==> config.mk <==
export PLATFORM = sky130hd
export DESIGN_NAME = content_length_deframer_top
export DESIGN_NICKNAME = d
export VERILOG_FILES = /design/src/rtl/cld_pkg.sv /design/src/rtl/content_length_deframer_top.sv
export VERILOG_INCLUDE_DIRS = /design/src /design/src/rtl
export SDC_FILE = /design/constraint.sdc
export NUM_CORES = 1
export LEC_CHECK = 0
export ABC_AREA = 1
export BUFFER_PORTS_ARGS = -buffer_cell sky130_fd_sc_hd__buf_2
export CAP_MARGIN = 20
export CORE_MARGIN = 2
export CORE_UTILIZATION = 31
export CTS_CLUSTER_DIAMETER = 30
export DETAILED_ROUTE_END_ITERATION = 10
export GPL_ROUTABILITY_DRIVEN = 0
export PLACE_DENSITY = 0.47
export SLEW_MARGIN = 5
export SYNTH_ARGS = -nofsm -noshare
export SYNTH_HDL_FRONTEND = slang
export SYNTH_SLANG_ARGS = --single-unit
==> constraint.sdc <==
create_clock -name clk -period 3 [get_ports clk]
set_clock_uncertainty 0.2 [all_clocks]
set_input_delay 0.15 -clock clk [delete_from_list [all_inputs] [get_ports clk]]
set_output_delay 0.15 -clock clk [all_outputs]
set_load 0.05 [all_outputs]
==> src/rtl/assert_macros.svh <==
// Assertion macros shared by the RTL files.
// Depends on clock clk and reset rst in the module that uses them.
`ifndef ASSERT_MACROS_SVH
`define ASSERT_MACROS_SVH

// Check a property at each rising clk edge outside of reset.
`define CHECK_PROP(label, prop, msg) \
  label: assert property (@(posedge clk) disable iff (rst) (prop)) else $error(msg);

// Check that a condition implies a property in the next cycle.
`define CHECK_NEXT(label, cond, prop, msg) \
  label: assert property (@(posedge clk) disable iff (rst) (cond) |=> (prop)) else $error(msg);

`endif

==> src/rtl/cld_pkg.sv <==
// Types, codes and character constants for the content-length deframer.
// No dependencies.
package cld_pkg;

  localparam int LENGTH_BITS_DEFAULT = 32;

  typedef struct packed {
    logic [7:0] in_byte;
    logic       end_of_input;
  } in_t;

  typedef struct packed {
    logic [1:0] result_kind;
    logic [7:0] body_byte;
    logic       last_of_body;
  } out_t;

  localparam logic [1:0] KIND_HEADER = 2'd0;
  localparam logic [1:0] KIND_BODY   = 2'd1;
  localparam logic [1:0] KIND_EMPTY  = 2'd2;
  localparam logic [1:0] KIND_HALT   = 2'd3;

  typedef enum logic [1:0] {
    PH_HEADER,
    PH_BODY,
    PH_HALT
  } phase_t;

  typedef enum logic [2:0] {
    LS_START,
    LS_MATCH,
    LS_TAIL,
    LS_OTHER,
    LS_VWS,
    LS_VDIG,
    LS_VEND,
    LS_REST
  } line_state_t;

  localparam logic [3:0] NAME_LEN = 4'd14;

  localparam logic [7:0] CH_TAB   = 8'h09;
  localparam logic [7:0] CH_LF    = 8'h0A;
  localparam logic [7:0] CH_VT    = 8'h0B;
  localparam logic [7:0] CH_FF    = 8'h0C;
  localparam logic [7:0] CH_CR    = 8'h0D;
  localparam logic [7:0] CH_SPACE = 8'h20;
  localparam logic [7:0] CH_PLUS  = 8'h2B;
  localparam logic [7:0] CH_MINUS = 8'h2D;
  localparam logic [7:0] CH_ZERO  = 8'h30;
  localparam logic [7:0] CH_NINE  = 8'h39;
  localparam logic [7:0] CH_COLON = 8'h3A;
  localparam logic [7:0] CH_UPPER_A = 8'h41;
  localparam logic [7:0] CH_UPPER_Z = 8'h5A;

  function automatic logic [7:0] name_char(input logic [3:0] pos);
    logic [7:0] ch;
    unique case (pos)
      4'd0:    ch = 8'h63; // c
      4'd1:    ch = 8'h6F; // o
      4'd2:    ch = 8'h6E; // n
      4'd3:    ch = 8'h74; // t
      4'd4:    ch = 8'h65; // e
      4'd5:    ch = 8'h6E; // n
      4'd6:    ch = 8'h74; // t
      4'd7:    ch = 8'h2D; // -
      4'd8:    ch = 8'h6C; // l
      4'd9:    ch = 8'h65; // e
      4'd10:   ch = 8'h6E; // n
      4'd11:   ch = 8'h67; // g
      4'd12:   ch = 8'h74; // t
      4'd13:   ch = 8'h68; // h
      default: ch = 8'h00;
    endcase
    return ch;
  endfunction

  function automatic logic [7:0] fold_case(input logic [7:0] ch);
    return (ch >= CH_UPPER_A && ch <= CH_UPPER_Z) ? ch + 8'd32 : ch;
  endfunction

endpackage

==> src/rtl/content_length_deframer_top.sv <==
// Content-length deframer: header line parser and body pass-through.
// The result of an accepted byte transaction is in the output register in the next cycle.
// Throughput: 1 byte per cycle while result_stall is low; the output register accepts a new byte while being drained.
// Reset (rst, synchronous): header phase, no length, empty output; no clearing pass.
// Halted until reset after end of input, or after a blank line with a bad or missing length.
// Depends on cld_pkg and assert_macros.svh.
module content_length_deframer_top #(
  parameter int LENGTH_BITS = cld_pkg::LENGTH_BITS_DEFAULT
) (
  input  logic          clk,
  input  logic          rst,
  input  logic          byte_valid,
  output logic          byte_stall,
  input  cld_pkg::in_t  byte_data,
  output logic          result_valid,
  input  logic          result_stall,
  output cld_pkg::out_t result_data
);
  import cld_pkg::*;
  `include "assert_macros.svh"

  phase_t                 phase, phase_next;
  line_state_t            line_state, line_state_next;
  logic [3:0]             name_match_pos, name_match_pos_next;
  logic                   line_nonblank, line_nonblank_next;
  logic                   value_negative, value_negative_next;
  logic                   value_has_digit, value_has_digit_next;
  logic                   value_oversize, value_oversize_next;
  logic [LENGTH_BITS-1:0] value_accum, value_accum_next;
  logic                   have_length, have_length_next;
  logic                   length_oversize, length_oversize_next;
  logic [LENGTH_BITS-1:0] body_length, body_length_next;
  logic [LENGTH_BITS-1:0] body_remaining, body_remaining_next;
  logic                   result_valid_next;
  out_t                   item;

  logic                   accept;
  logic [7:0]             ch;
  logic                   is_blank, is_digit, name_hit;
  logic [3:0]             name_pos_inc;
  logic [LENGTH_BITS+3:0] digit_sum;
  logic                   digit_over;

  assign byte_stall = result_valid && result_stall;
  assign accept     = byte_valid && !byte_stall;
  assign ch         = byte_data.in_byte;
  assign is_blank   = (ch == CH_SPACE) || (ch == CH_TAB);
  assign is_digit   = (ch >= CH_ZERO) && (ch <= CH_NINE);
  assign name_hit   = (name_match_pos < NAME_LEN) && (fold_case(ch) == name_char(name_match_pos));
  assign name_pos_inc = name_match_pos + 4'd1;
  assign digit_sum  = ({4'b0, value_accum} << 3) + ({4'b0, value_accum} << 1)
                    + {{LENGTH_BITS{1'b0}}, ch[3:0]};
  assign digit_over = |digit_sum[LENGTH_BITS+3:LENGTH_BITS];

  always_comb begin
    phase_next           = phase;
    line_state_next      = line_state;
    name_match_pos_next  = name_match_pos;
    line_nonblank_next   = line_nonblank;
    value_negative_next  = value_negative;
    value_has_digit_next = value_has_digit;
    value_oversize_next  = value_oversize;
    value_accum_next     = value_accum;
    have_length_next     = have_length;
    length_oversize_next = length_oversize;
    body_length_next     = body_length;
    body_remaining_next  = body_remaining;
    item                 = '0;
    item.result_kind     = KIND_HEADER;

    if (phase == PH_HALT || (phase != PH_HEADER && phase != PH_BODY)
        || byte_data.end_of_input) begin
      phase_next       = PH_HALT;
      item.result_kind = KIND_HALT;
    end else if (phase == PH_BODY) begin
      item.result_kind = KIND_BODY;
      item.body_byte   = ch;
      if (body_remaining <= LENGTH_BITS'(1)) begin
        item.last_of_body    = 1'b1;
        phase_next           = PH_HEADER;
        line_state_next      = LS_START;
        name_match_pos_next  = '0;
        line_nonblank_next   = 1'b0;
        value_negative_next  = 1'b0;
        value_has_digit_next = 1'b0;
        value_oversize_next  = 1'b0;
        value_accum_next     = '0;
        have_length_next     = 1'b0;
        length_oversize_next = 1'b0;
        body_length_next     = '0;
        body_remaining_next  = '0;
      end else begin
        body_remaining_next = body_remaining - LENGTH_BITS'(1);
      end
    end else if (ch != CH_LF) begin
      if (!is_blank && ch != CH_CR) begin
        line_nonblank_next = 1'b1;
      end
      unique case (line_state)
        LS_START, LS_MATCH: begin
          if (ch == CH_COLON) begin
            line_state_next = LS_REST;
          end else if (line_state == LS_START && is_blank) begin
            line_state_next = LS_START;
          end else if (name_hit) begin
            name_match_pos_next = name_pos_inc;
            line_state_next     = (name_pos_inc >= NAME_LEN) ? LS_TAIL : LS_MATCH;
          end else begin
            line_state_next = LS_OTHER;
          end
        end
        LS_TAIL: begin
          if (ch == CH_COLON) begin
            line_state_next = LS_VWS;
          end else if (!is_blank && ch != CH_CR) begin
            line_state_next = LS_OTHER;
          end
        end
        LS_OTHER: begin
          if (ch == CH_COLON) begin
            line_state_next = LS_REST;
          end
        end
        LS_VWS, LS_VDIG: begin
          if (is_digit) begin
            value_has_digit_next = 1'b1;
            line_state_next      = LS_VDIG;
            if (!value_oversize) begin
              if (digit_over) begin
                value_oversize_next = 1'b1;
              end else begin
                value_accum_next = digit_sum[LENGTH_BITS-1:0];
              end
            end
          end else if (line_state == LS_VDIG) begin
            line_state_next = LS_VEND;
          end else if (is_blank || ch == CH_CR || ch == CH_VT || ch == CH_FF) begin
            line_state_next = LS_VWS;
          end else if (ch == CH_PLUS) begin
            line_state_next = LS_VDIG;
          end else if (ch == CH_MINUS) begin
            value_negative_next = 1'b1;
            line_state_next     = LS_VDIG;
          end else begin
            line_state_next = LS_VEND;
          end
        end
        LS_VEND, LS_REST: begin
        end
        default: begin
        end
      endcase
    end else begin
      line_state_next      = LS_START;
      name_match_pos_next  = '0;
      line_nonblank_next   = 1'b0;
      value_negative_next  = 1'b0;
      value_has_digit_next = 1'b0;
      value_oversize_next  = 1'b0;
      value_accum_next     = '0;
      if (!line_nonblank) begin
        if (!have_length || length_oversize) begin
          phase_next       = PH_HALT;
          item.result_kind = KIND_HALT;
        end else if (body_length == '0) begin
          item.result_kind     = KIND_EMPTY;
          have_length_next     = 1'b0;
          length_oversize_next = 1'b0;
          body_length_next     = '0;
          body_remaining_next  = '0;
        end else begin
          phase_next          = PH_BODY;
          body_remaining_next = body_length;
        end
      end else if (line_state == LS_VWS || line_state == LS_VDIG || line_state == LS_VEND) begin
        if (value_has_digit) begin
          have_length_next     = 1'b1;
          length_oversize_next = value_oversize || (value_negative && value_accum != '0);
          body_length_next     = value_accum;
        end else begin
          have_length_next     = 1'b0;
          length_oversize_next = 1'b0;
          body_length_next     = '0;
        end
      end
    end
  end

  always_comb begin
    result_valid_next = result_valid && result_stall;
    if (accept) begin
      result_valid_next = 1'b1;
    end
  end

  always_ff @(posedge clk) begin
    if (rst) begin
      phase           <= PH_HEADER;
      line_state      <= LS_START;
      name_match_pos  <= '0;
      line_nonblank   <= 1'b0;
      value_negative  <= 1'b0;
      value_has_digit <= 1'b0;
      value_oversize  <= 1'b0;
      value_accum     <= '0;
      have_length     <= 1'b0;
      length_oversize <= 1'b0;
      body_length     <= '0;
      body_remaining  <= '0;
      result_valid    <= 1'b0;
    end else begin
      result_valid <= result_valid_next;
      if (accept) begin
        phase           <= phase_next;
        line_state      <= line_state_next;
        name_match_pos  <= name_match_pos_next;
        line_nonblank   <= line_nonblank_next;
        value_negative  <= value_negative_next;
        value_has_digit <= value_has_digit_next;
        value_oversize  <= value_oversize_next;
        value_accum     <= value_accum_next;
        have_length     <= have_length_next;
        length_oversize <= length_oversize_next;
        body_length     <= body_length_next;
        body_remaining  <= body_remaining_next;
      end
    end
  end

  always_ff @(posedge clk) begin
    if (accept) begin
      result_data <= item;
    end
  end

  `CHECK_NEXT(a_halt_sticky, phase == PH_HALT, phase == PH_HALT, "halt phase left without reset")
  `CHECK_PROP(a_body_count, (phase != PH_BODY) || (body_remaining != '0), "body phase with zero count")
  `CHECK_NEXT(a_body_result, accept && phase == PH_BODY && !byte_data.end_of_input,
              result_valid && result_data.result_kind == KIND_BODY, "body byte not passed out")
  `CHECK_PROP(a_quiet_fields, !result_valid || result_data.result_kind == KIND_BODY
              || (result_data.body_byte == 8'd0 && !result_data.last_of_body),
              "nonzero fields on a non-body result")

endmodule
==> results_dict.tcl, run 1 <==
set metrics [dict create \
    final_cell_area_sq_um 12500 \
    worstSkewPairLatency_ns 0.42 \
    rr_endpoint "value_accum[22]$_SDFFE_PP0P_" \
    leakage_nw 6.06 \
    seqPwrFrac_pct 39.1 \
    min_path_type "in -> reg" \
    ys_top_cells_by_area "dfxtp_1 24%, nand2_1 13%, ha_1 9.4%" \
    intPower_mw 3.40 \
    p_comb_share_pct 14.4 \
    holdPathStages 4 \
    fin_total_pwr_mw 4.63 \
    diodes 0 \
    start_util_pct 31.6 \
    r2r_start "value_accum[29]$_SDFFE_PP0P_" \
    yosys.area.top_type "dfxtp_1" \
    ir_drop_mv 0.352 \
    synth_seq_cells 130 \
    netlist_area_sq_um 9990 \
    placed_cells 2007 \
    cts_tree "done" \
    firstDrtPassIters 5 \
    async_reset_ff_share_pct 0 \
    cap_viol_max_count 0 \
    synth_edf_count 11 \
    grt_start_max_net_pins 58 \
    arrival_ns 3.24 \
    seqCellArea_sq_um 2720 \
    drive_gt1_share_pct 21.5 \
    multi_input_area_sq_um 6540 \
    most-common-layout-cells "335 x nand2_1, 150 x a21oi_1, 149 x inv_1" \
    syn_to_final_growth_pct 25.0 \
    power_switching_mw 1.24 \
    reg2reg_depth 16 \
    synth_top_area_share_pct 23.9 \
    status "complete, but fails checks" \
    place_area_sq_um 11500 \
    route.vias.total 10200 \
    wl_per_cell_um 15.0 \
    grt_overflow 0 \
    cts.reportedPaths.clkPinSlew_ns 0.06 \
    die-height_um 183 \
    power_density_nw_per_um2 371 \
    grt_pass1_vias 9681 \
    cts_max_path_buffers 2 \
    path_class "reg -> reg" \
    antenna_found_initial 0 \
    drc 0 \
    cts_buffers 17 \
    final_common_cell "nand2_1" \
    routed_wirelength_um 30800 \
    cts_root_buf "clkbuf_16" \
    row_count 65 \
    groute.usage.overall_pct 18.6 \
    place_ws_ns -0.407 \
    grt_pass1_wl_um 50700 \
    fmaxAchievable_mhz 320 \
    cp-start-kind "flop" \
    syn_nets 1576 \
    holdWs_ns 0.0229 \
    violations "setup timing" \
    syn_area_per_cell_sq_um 6.72 \
    fillerInstances 3365 \
    synthCells 1486 \
    core_sq_um 31600 \
    h-tree-depth 4 \
    antenna_left 0 \
    crit_fanout 7 \
    synth_flop_cell "dfxtp_1" \
    final_nets 1729 \
    relSlewSlack_pct 36.0 \
    swShare_pct 26.7 \
    io_buffers 25 \
    ff2ff_setup_slack_ns -0.13 \
    max_slew.worst_pin.slew_ns 0.959 \
    die_x_um 183 \
    end_kind "flop" \
    vias_per_cell 4.95 \
    die-area_sq_um 33700 \
    drt_iter0_markers 679 \
    p_clk_share_pct 46.5 \
    pin_count 26 \
    report.final.slew_viol_count 0 \
    final_cell_count_no_fill 2052 \
    min_period_ns 3.13 \
    synth.distinct_cells 59 \
    hold_path_startpoint "byte_data[2]" \
    ys_seq_area_share_pct 27.2 \
    setup_viol 33 \
    clock_sinks 130 \
    hpwl_um 23700 \
    hold_violations 0 \
    worst_slack_ns -0.125 \
    synth_warnings 0 \
    grt_setup_unrepaired "yes" \
    cp.required_ns 3.11 \
    finalCritPeriodShare_pct 104 \
    min_delay_worst_endpoint "value_accum[1]$_SDFFE_PP0P_" \
]
how the worst max path moves through the flow:
stage | from | end | cells after the start
after floorplan | value_accum[0]$_SDFFE_PP0P_ | value_accum[12]$_SDFFE_PP0P_ | 20
final | value_accum[29]$_SDFFE_PP0P_ | value_accum[22]$_SDFFE_PP0P_ | 16
after global routing | value_accum[0]$_SDFFE_PP0P_ | value_accum[22]$_SDFFE_PP0P_ | 22
after CTS | value_accum[0]$_SDFFE_PP0P_ | value_accum[30]$_SDFFE_PP0P_ | 22
after global placement | value_accum[23]$_SDFFE_PP0P_ | value_accum[28]$_SDFFE_PP0P_ | 17
after detailed placement | value_accum[23]$_SDFFE_PP0P_ | value_accum[30]$_SDFFE_PP0P_ | 17
Yosys cell counts (all sizes together) (3+ instances only):
master and instances:
a21oi 163, a221oi 24, a22oi 28, and3 3
buf 26, clkbuf 24, dfxtp 119, edfxtp 11
ha 75, inv 171, nand2 363, nand3 97
nand3b 14, nand4 19, nor2 166, nor3 19
nor4 18, o211ai 3, o21ai 75, o21bai 5
o31ai 3, or2 17, xnor2 7, xor2 17
sequential cells by signal, indices dropped and copies added, names as in the netlist, 2 cells and up, named ones only:
name / count
body_length: 32
body_remaining: 32
line_state: 3
name_match_pos: 4
phase: 2
result_data: 11
value_accum: 32
layer usage:
layer  vias to the layer above  track usage (%)  share of wire [%]
met3                        29             2.12                2.2
met1                      4704             28.0                 53
met4                         0             4.06                1.2
met5                         -                0                  0
met2                       127             28.4                 43
li1                       5307                -                  -
timing repair:
action                                  CTS  global route
endpoints found under the setup margin   33            35
pin swaps                                12             5
resized for setup                        31            25
cloned                                    1             2
buffers inserted                          5             3
hold buffers                              5             0
hold endpoints to repair                  5             0
cell families after synthesis:
| logic type | after synthesis | synth area share (%) |
|---|---|---|
| compound gates | 314 | 19.5 |
| xor+xnor | 24 | 2.10 |
| fa+ha+maj | 77 | 9.80 |
| buf+inv | 223 | 9.15 |
| flops | 130 | 27.2 |
| simple gates | 718 | 32.3 |
final cells by class:
type	instances	share of cell area (%)
Sequential cell	130	21.8
Inverter	173	5.23
Timing Repair Buffer	184	11.7
Clock inverter	9	1.04
Clock buffer	21	3.78
Multi-Input combinational cell	1133	52.4
Tap cell	402	4.03
stage by stage:
stage | TNS [ns] | util [%]
after floorplan | 0 | -
after global placement | -12.84 | 36.4
after detailed placement | -12.16 | 36.4
after CTS | -2.28 | 39.1
after global routing | -8.88 | 39.5
final | -2.30 | 39.5
power by group through the flow:
| stage | combinational [mW] | clock (mW) | sequential, mW |
|---|---|---|---|
| 2_1_floorplan | 0.371 | 0 | 1.88 |
| 3_5_place_dp | 0.612 | 0 | 1.85 |
| 4_1_cts | 0.651 | 2.19 | 1.81 |
| 6_report | 0.666 | 2.15 | 1.81 |
| 3_3_place_gp | 0.612 | 0 | 1.85 |
| 5_1_grt | 0.737 | 2.26 | 1.82 |
critical path, cell delays in order, from the launching register on:
cell and delay (ns):
dfxtp_1 0.34, ha_1 0.30, ha_1 0.35, inv_1 0.13
o21ai_0 0.17, a22oi_1 0.28, nand2_1 0.13, a21oi_2 0.16
nand3_2 0.11, nor2_2 0.15, nand3_2 0.12, nand2_4 0.13
buf_12 0.13, clkbuf_16 0.14, nand3_1 0.06, nand2_1 0.07
nor2_1 0.04
(Power assumes the default switching activity.)
==> run 2: changes to the inputs <==
Settings changed: SKIP_CTS_REPAIR_TIMING set to 1.
==> run 2 against run 1 <==
- the flow finishes with violations (hold timing, setup timing)
- combinational power decreased by 2%
- register-to-register slack lost 0.02 ns
- non-clock buffer count shrank 7
- via count down 0.51%
- cell count down 0.29%
- first-iteration DRC count rose by 2.2%
- critical path depth rose by 5
- design area fell by 0.79%
- critical path type unchanged
- critical endpoint is now value_accum[31]$_SDFFE_PP0P_
- largest power group unchanged
==> results_dict.tcl, run 2 (synthesis gave the netlist of run 1 again) <==
set metrics [dict create \
    status "complete, but fails checks" \
    violations "hold timing, setup timing" \
    cp-start-kind "flop" \
    cts_tree "done" \
    holdWs_ns -0.00127 \
    grt_start_max_net_pins 58 \
    crit_buf_inv 3 \
    min_path_type "in -> reg" \
    fmaxAchievable_mhz 317 \
    path_class "reg -> reg" \
    die_x_um 183 \
    min_period_ns 3.15 \
    drc 0 \
    firstDrtPassIters 5 \
    cap_viol_max_count 0 \
    hpwl_um 23700 \
    fin_total_pwr_mw 4.62 \
    die-height_um 183 \
    reg2reg_depth 21 \
    cp.required_ns 3.12 \
    arrival_ns 3.27 \
    final_nets 1723 \
    place_ws_ns -0.407 \
    grt_pass1_vias 9589 \
    core_sq_um 31600 \
    leakage_nw 6.01 \
    max_slew.worst_pin.slew_ns 0.945 \
    grt_pass1_wl_um 50200 \
    grt_setup_unrepaired "yes" \
    critical_path_depth 21 \
    fillerInstances 3355 \
    report.final.slew_viol_count 0 \
    crit_chain "inv_2 > fa_2 > inv_2 > fa_2 > nand2_2 > nand2_2 > nand3_2 > nand2_1 > nand2_1 > nand2_2 > nand2_2 > nand2_1 > nand2_1 > nand2_2 > nor2_2 > nand3_4 > nand2_8 > clkbuf_16 > nand3_1 > nand2_1 > nor2_1" \
    row_count 65 \
    relSlewSlack_pct 36.9 \
    path_delay_family "simple AND/OR/NAND/NOR gates" \
    hold_violations 1 \
    start_util_pct 31.6 \
    cts.reportedPaths.clkPinSlew_ns 0.06 \
    grt_overflow 0 \
    final_common_cell "nand2_1" \
    slowest_stage "fa_2" \
    max_stage_delay_ns 0.53 \
    place_area_sq_um 11500 \
    finalCritPeriodShare_pct 105 \
    most-common-layout-cells "339 x nand2_1, 156 x a21oi_1, 150 x inv_1" \
    worstSkewPairLatency_ns 0.42 \
    post-route-util_pct 39.2 \
    die-area_sq_um 33700 \
    wl_per_cell_um 15.0 \
    power_density_nw_per_um2 373 \
    drt_iter0_markers 694 \
    cts_root_buf "clkbuf_16" \
    cts_max_path_buffers 2 \
    setup_tns_ns -3.06 \
    antenna_found_initial 0 \
    reg_top3 "body_length x32, body_remaining x32, value_accum x32" \
    h-tree-depth 4 \
    syn_to_final_growth_pct 24.0 \
    cts_buffers 17 \
    drive_gt1_share_pct 20.2 \
    crit_fanout 13 \
    final_cell_area_sq_um 12400 \
    worst_slack_ns -0.150 \
    vias_per_cell 4.94 \
    holdPathStages 4 \
    route.vias.total 10100 \
    diodes 0 \
    routed_wirelength_um 30700 \
    setup_viol 33 \
    pin_count 26 \
    ir_drop_mv 0.351 \
    groute.usage.overall_pct 18.5 \
    io_buffers 25 \
    antenna_left 0 \
    end_kind "flop" \
    clock_sinks 130 \
]
[run 2: cell types whose count changed in the layout (fill, tap and decap cells not counted), moves of 2 or more]
cell / before / now
buf_12: 7 / 5
nand3_2: 8 / 3
buf_6: 3 / 6
a21oi_2: 13 / 7
nand2_2: 23 / 20
dfxtp_2: 7 / 4
dfxtp_1: 112 / 115
nand3_1: 88 / 92
a21oi_1: 150 / 156
nand2_1: 335 / 339
buf_4: 142 / 134
[run 2: path summary, 6_finish.rpt]
check                                            startpoint                      endpoint  slack, ns
worst max-delay path            value_accum[2]$_SDFFE_PP0P_  value_accum[31]$_SDFFE_PP0P_      -0.15
worst min-delay path                           byte_data[2]   value_accum[1]$_SDFFE_PP0P_     -0.001
worst max register to register  value_accum[2]$_SDFFE_PP0P_  value_accum[31]$_SDFFE_PP0P_      -0.15
worst min register to register     have_length$_SDFFE_PP0P_      have_length$_SDFFE_PP0P_       0.27
[run 2: layout make-up]
| cell class | instances | area, sq um | share of cell area (%) |
|---|---|---|---|
| Multi-Input combinational cell | 1134 | 6510 | 52.6 |
| Sequential cell | 130 | 2720 | 21.9 |
| Inverter | 173 | 653 | 5.27 |
| Timing Repair Buffer | 177 | 1400 | 11.3 |
| Clock buffer | 21 | 472 | 3.81 |
| Clock inverter | 9 | 130 | 1.05 |
| Tap cell | 402 | 503 | 4.06 |
[run 2: worst register-to-register path: stages, from the launching register on]
cell       delay [ns]
dfxtp_2          0.33
inv_2            0.04
fa_2             0.53
inv_2            0.05
fa_2             0.35
nand2_2          0.10
nand2_2          0.07
nand3_2          0.07
nand2_1          0.07
nand2_1          0.08
nand2_2          0.07
nand2_2          0.08
nand2_1          0.05
nand2_1          0.06
nand2_2          0.06
nor2_2           0.17
nand3_4          0.15
nand2_8          0.14
clkbuf_16        0.18
nand3_1          0.08
nand2_1          0.07
nor2_1           0.04
[run 2: per-stage QoR]
step | std cells | hold WS, ns
finish | 2046 | -0.00127
global route | 2046 | 0.00285
CTS | 2037 | -0.212
detailed placement | 2007 | 0.232
global placement | 2007 | 0.222
floorplan | 1486 | 0.109
[run 2: layer usage]
metal  wire [um]  vias up  track usage (%)
li1            -     5294                -
met1       16400     4668             27.9
met2       13200      126             27.7
met3         636       27             2.22
met4         359        0             4.35
met5           0        -                0
[run 2: power by group]
part / leakage, nW / internal [mW] / total (mW) / switching, mW
combinational: 4.66 / 0.235 / 0.651 / 0.416
sequential: 1.07 / 1.78 / 1.81 / 0.0288
clock: 0.282 / 1.37 / 2.16 / 0.792
==> run 3: changes to the inputs <==
Settings changed: ABC_AREA 1 to not set.
==> run 3 against run 2 <==
- the run still ends with hold timing, setup timing left
- sequential share of layout area increased by 0.62 points
- combinational power decreased by 68%
- power fell by 9.8%
- clock-buffer cell count is 2 lower
==> results_dict.tcl, run 3 <==
set metrics [dict create \
    synth.distinct_cells 75 \
    seqPwrFrac_pct 42.5 \
    cts.reportedPaths.clkPinSlew_ns 0.06 \
    crit_fanout 16 \
    met1_length_um 14100 \
    syn_area_per_cell_sq_um 8.20 \
    max_stage_delay_ns 0.52 \
    ys_top_cells_by_count "119 x dfxtp_1, 119 x nor2_1, 79 x a21oi_1, 76 x nand2_1, 75 x ha_1" \
    top_layer "met4" \
    status "complete, but fails checks" \
    hold_violations 6 \
    synth_top_area_share_pct 27.9 \
    slowest_stage "fa_1" \
    reg_top3 "body_length x32, body_remaining x32, value_accum x32" \
    most-common-layout-cells "204 x buf_4, 113 x nor2_1, 110 x dfxtp_1" \
    holdWs_ns -0.0236 \
    cap_viol_max_count 0 \
    die-area_sq_um 28900 \
    netlist_area_sq_um 8530 \
    cts_tree "done" \
    clock_sinks 130 \
    end_kind "flop" \
    worstSkewPairLatency_ns 0.42 \
    arrival_ns 3.83 \
    diodes 0 \
    p_comb_share_pct 5.1 \
    synth_flop_cell "dfxtp_1" \
    worst_slack_ns -0.722 \
    ys_seq_area_share_pct 31.8 \
    h-tree-depth 4 \
    ys_top_cells_by_area "dfxtp_1 28%, ha_1 11%, nor2_1 5.2%" \
    die_x_um 170 \
    wl_met3_um 953 \
    grt_setup_unrepaired "yes" \
    place_ws_ns -0.876 \
    crit_chain "inv_2 > fa_1 > inv_2 > fa_2 > a211oi_2 > o21a_2 > a2111o_1 > a311oi_2 > nor3_2 > xnor2_1 > buf_4 > nor4_4 > a41oi_2 > buf_6 > a22o_1" \
    hpwl_um 20200 \
    final_cell_area_sq_um 12100 \
    cp-start-kind "flop" \
    cp_common_cell "inv_2" \
    vias_per_cell 5.30 \
    fmaxAchievable_mhz 269 \
    drt_iter0_markers 526 \
    grt_start_max_net_pins 47 \
    ir_drop_mv 0.409 \
    syn_nets 1131 \
    grt_pass1_vias 8138 \
    route.vias.total 8602 \
    grt_pass1_wl_um 43000 \
    synthCells 1041 \
    place_area_sq_um 10700 \
    intPower_mw 3.18 \
    antenna_left 0 \
    synth_edf_count 11 \
    report.final.slew_viol_count 0 \
    p_clk_share_pct 52.5 \
    drive_gt1_share_pct 32.7 \
    power_density_nw_per_um2 345 \
    finalCritPeriodShare_pct 124 \
    path_delay_family "compound AO/OA/AOI/OAI gates" \
    async_reset_ff_share_pct 0 \
    io_buffers 25 \
    core_sq_um 27000 \
    wl_met2_um 12000 \
    row_count 60 \
    drc 0 \
    cts_max_path_buffers 2 \
    final_nets 1358 \
    setup_viol 79 \
    synth_seq_cells 130 \
    leakage_nw 5.25 \
    final_common_cell "buf_4" \
    path_class "reg -> reg" \
    wl_per_cell_um 16.9 \
    cts_buffers 17 \
    yosys.area.top_type "dfxtp_1" \
    cp.required_ns 3.11 \
    antenna_found_initial 0 \
    power_switching_mw 0.984 \
    swShare_pct 23.6 \
    groute.usage.overall_pct 18.6 \
    die-height_um 170 \
    syn_to_final_growth_pct 41.5 \
    relSlewSlack_pct 55.4 \
    cts_root_buf "clkbuf_16" \
    min_path_type "in -> reg" \
    violations "hold timing, setup timing" \
    routed_wirelength_um 27400 \
    firstDrtPassIters 4 \
    pin_count 26 \
    start_util_pct 31.6 \
    grt_overflow 0 \
    min_period_ns 3.72 \
    synth_warnings 0 \
    crit_buf_inv 4 \
    max_slew.worst_pin.slew_ns 0.662 \
]
run 3: cell types whose count changed in the layout (fill, tap and decap cells not counted), sizes merged, moves of 12 or more:
cell	before	now
a211oi	2	17
a21oi	163	82
a221oi	24	7
a22o	0	32
buf	170	257
inv	171	36
nand2	364	76
nand3	97	22
nand3b	14	2
nor2	166	121
nor3	19	40
nor4	18	30
o21a	1	14
xnor2	7	21
run 3: cell families (layout without fill, tap and decap cells):
group	count (synthesis)	count (layout)	share of synthesized area (%)
AND/OR/NAND/NOR	367	367	21.4
AO/OA/AOI/OAI	325	325	25.5
flip-flops	130	130	31.8
buffers and inverters	93	333	4.63
adder cells (fa/ha/maj)	77	77	11.5
XOR/XNOR	40	40	4.11
multiplexers	9	9	1.10
run 3: power groups by stage:
stage	logic, mW	registers, mW	clock network, mW
after floorplan	0.0934	1.84	0
after global placement	0.193	1.81	0
after detailed placement	0.192	1.81	0
after CTS	0.193	1.77	2.22
after global routing	0.227	1.77	2.30
final	0.211	1.77	2.19
run 3: final timing paths:
kind / cells after the start / start / slack (ns) / endpoint
setup / recovery: 15 / value_accum[2]$_SDFFE_PP0P_ / -0.72 / value_accum[26]$_SDFFE_PP0P_
hold / removal: 2 / byte_data[0] / -0.02 / result_data[6]$_SDFFCE_PP0P_
setup reg to reg: 15 / value_accum[2]$_SDFFE_PP0P_ / -0.72 / value_accum[26]$_SDFFE_PP0P_
hold reg to reg: 2 / value_negative$_SDFFE_PP0P_ / 0.29 / value_negative$_SDFFE_PP0P_
run 3: per-layer routing:
| metal | vias to the layer above | global-route usage (%) |
|---|---|---|
| met3 | 19 | 2.37 |
| met1 | 4103 | 27.9 |
| li1 | 4332 | - |
| met4 | 0 | 4.31 |
| met2 | 148 | 28.0 |
| met5 | - | 0 |
run 3: layout make-up:
type / instances / area (sq um)
fill: 2689 / 15000
multi-input combinational: 818 / 5980
sequential: 130 / 2720
timing repair buffer: 266 / 2200
clock buffer: 19 / 453
tap: 341 / 427
clock inverter: 13 / 159
inverter: 35 / 134
run 3: per-stage QoR:
step | cells | setup TNS, ns | util [%] | hold slack (ns) | power (mW)
after floorplan | 1041 | -16.05 | - | 0.0741 | 1.93
after global placement | 1567 | -38.65 | 39.7 | 0.174 | 2.00
after detailed placement | 1567 | -42.13 | 39.7 | 0.178 | 2.00
after CTS | 1599 | -45.77 | 42.0 | -0.262 | 4.18
after global routing | 1622 | -39.68 | 44.7 | 0.00541 | 4.30
final | 1622 | -27.12 | 44.7 | -0.0236 | 4.17
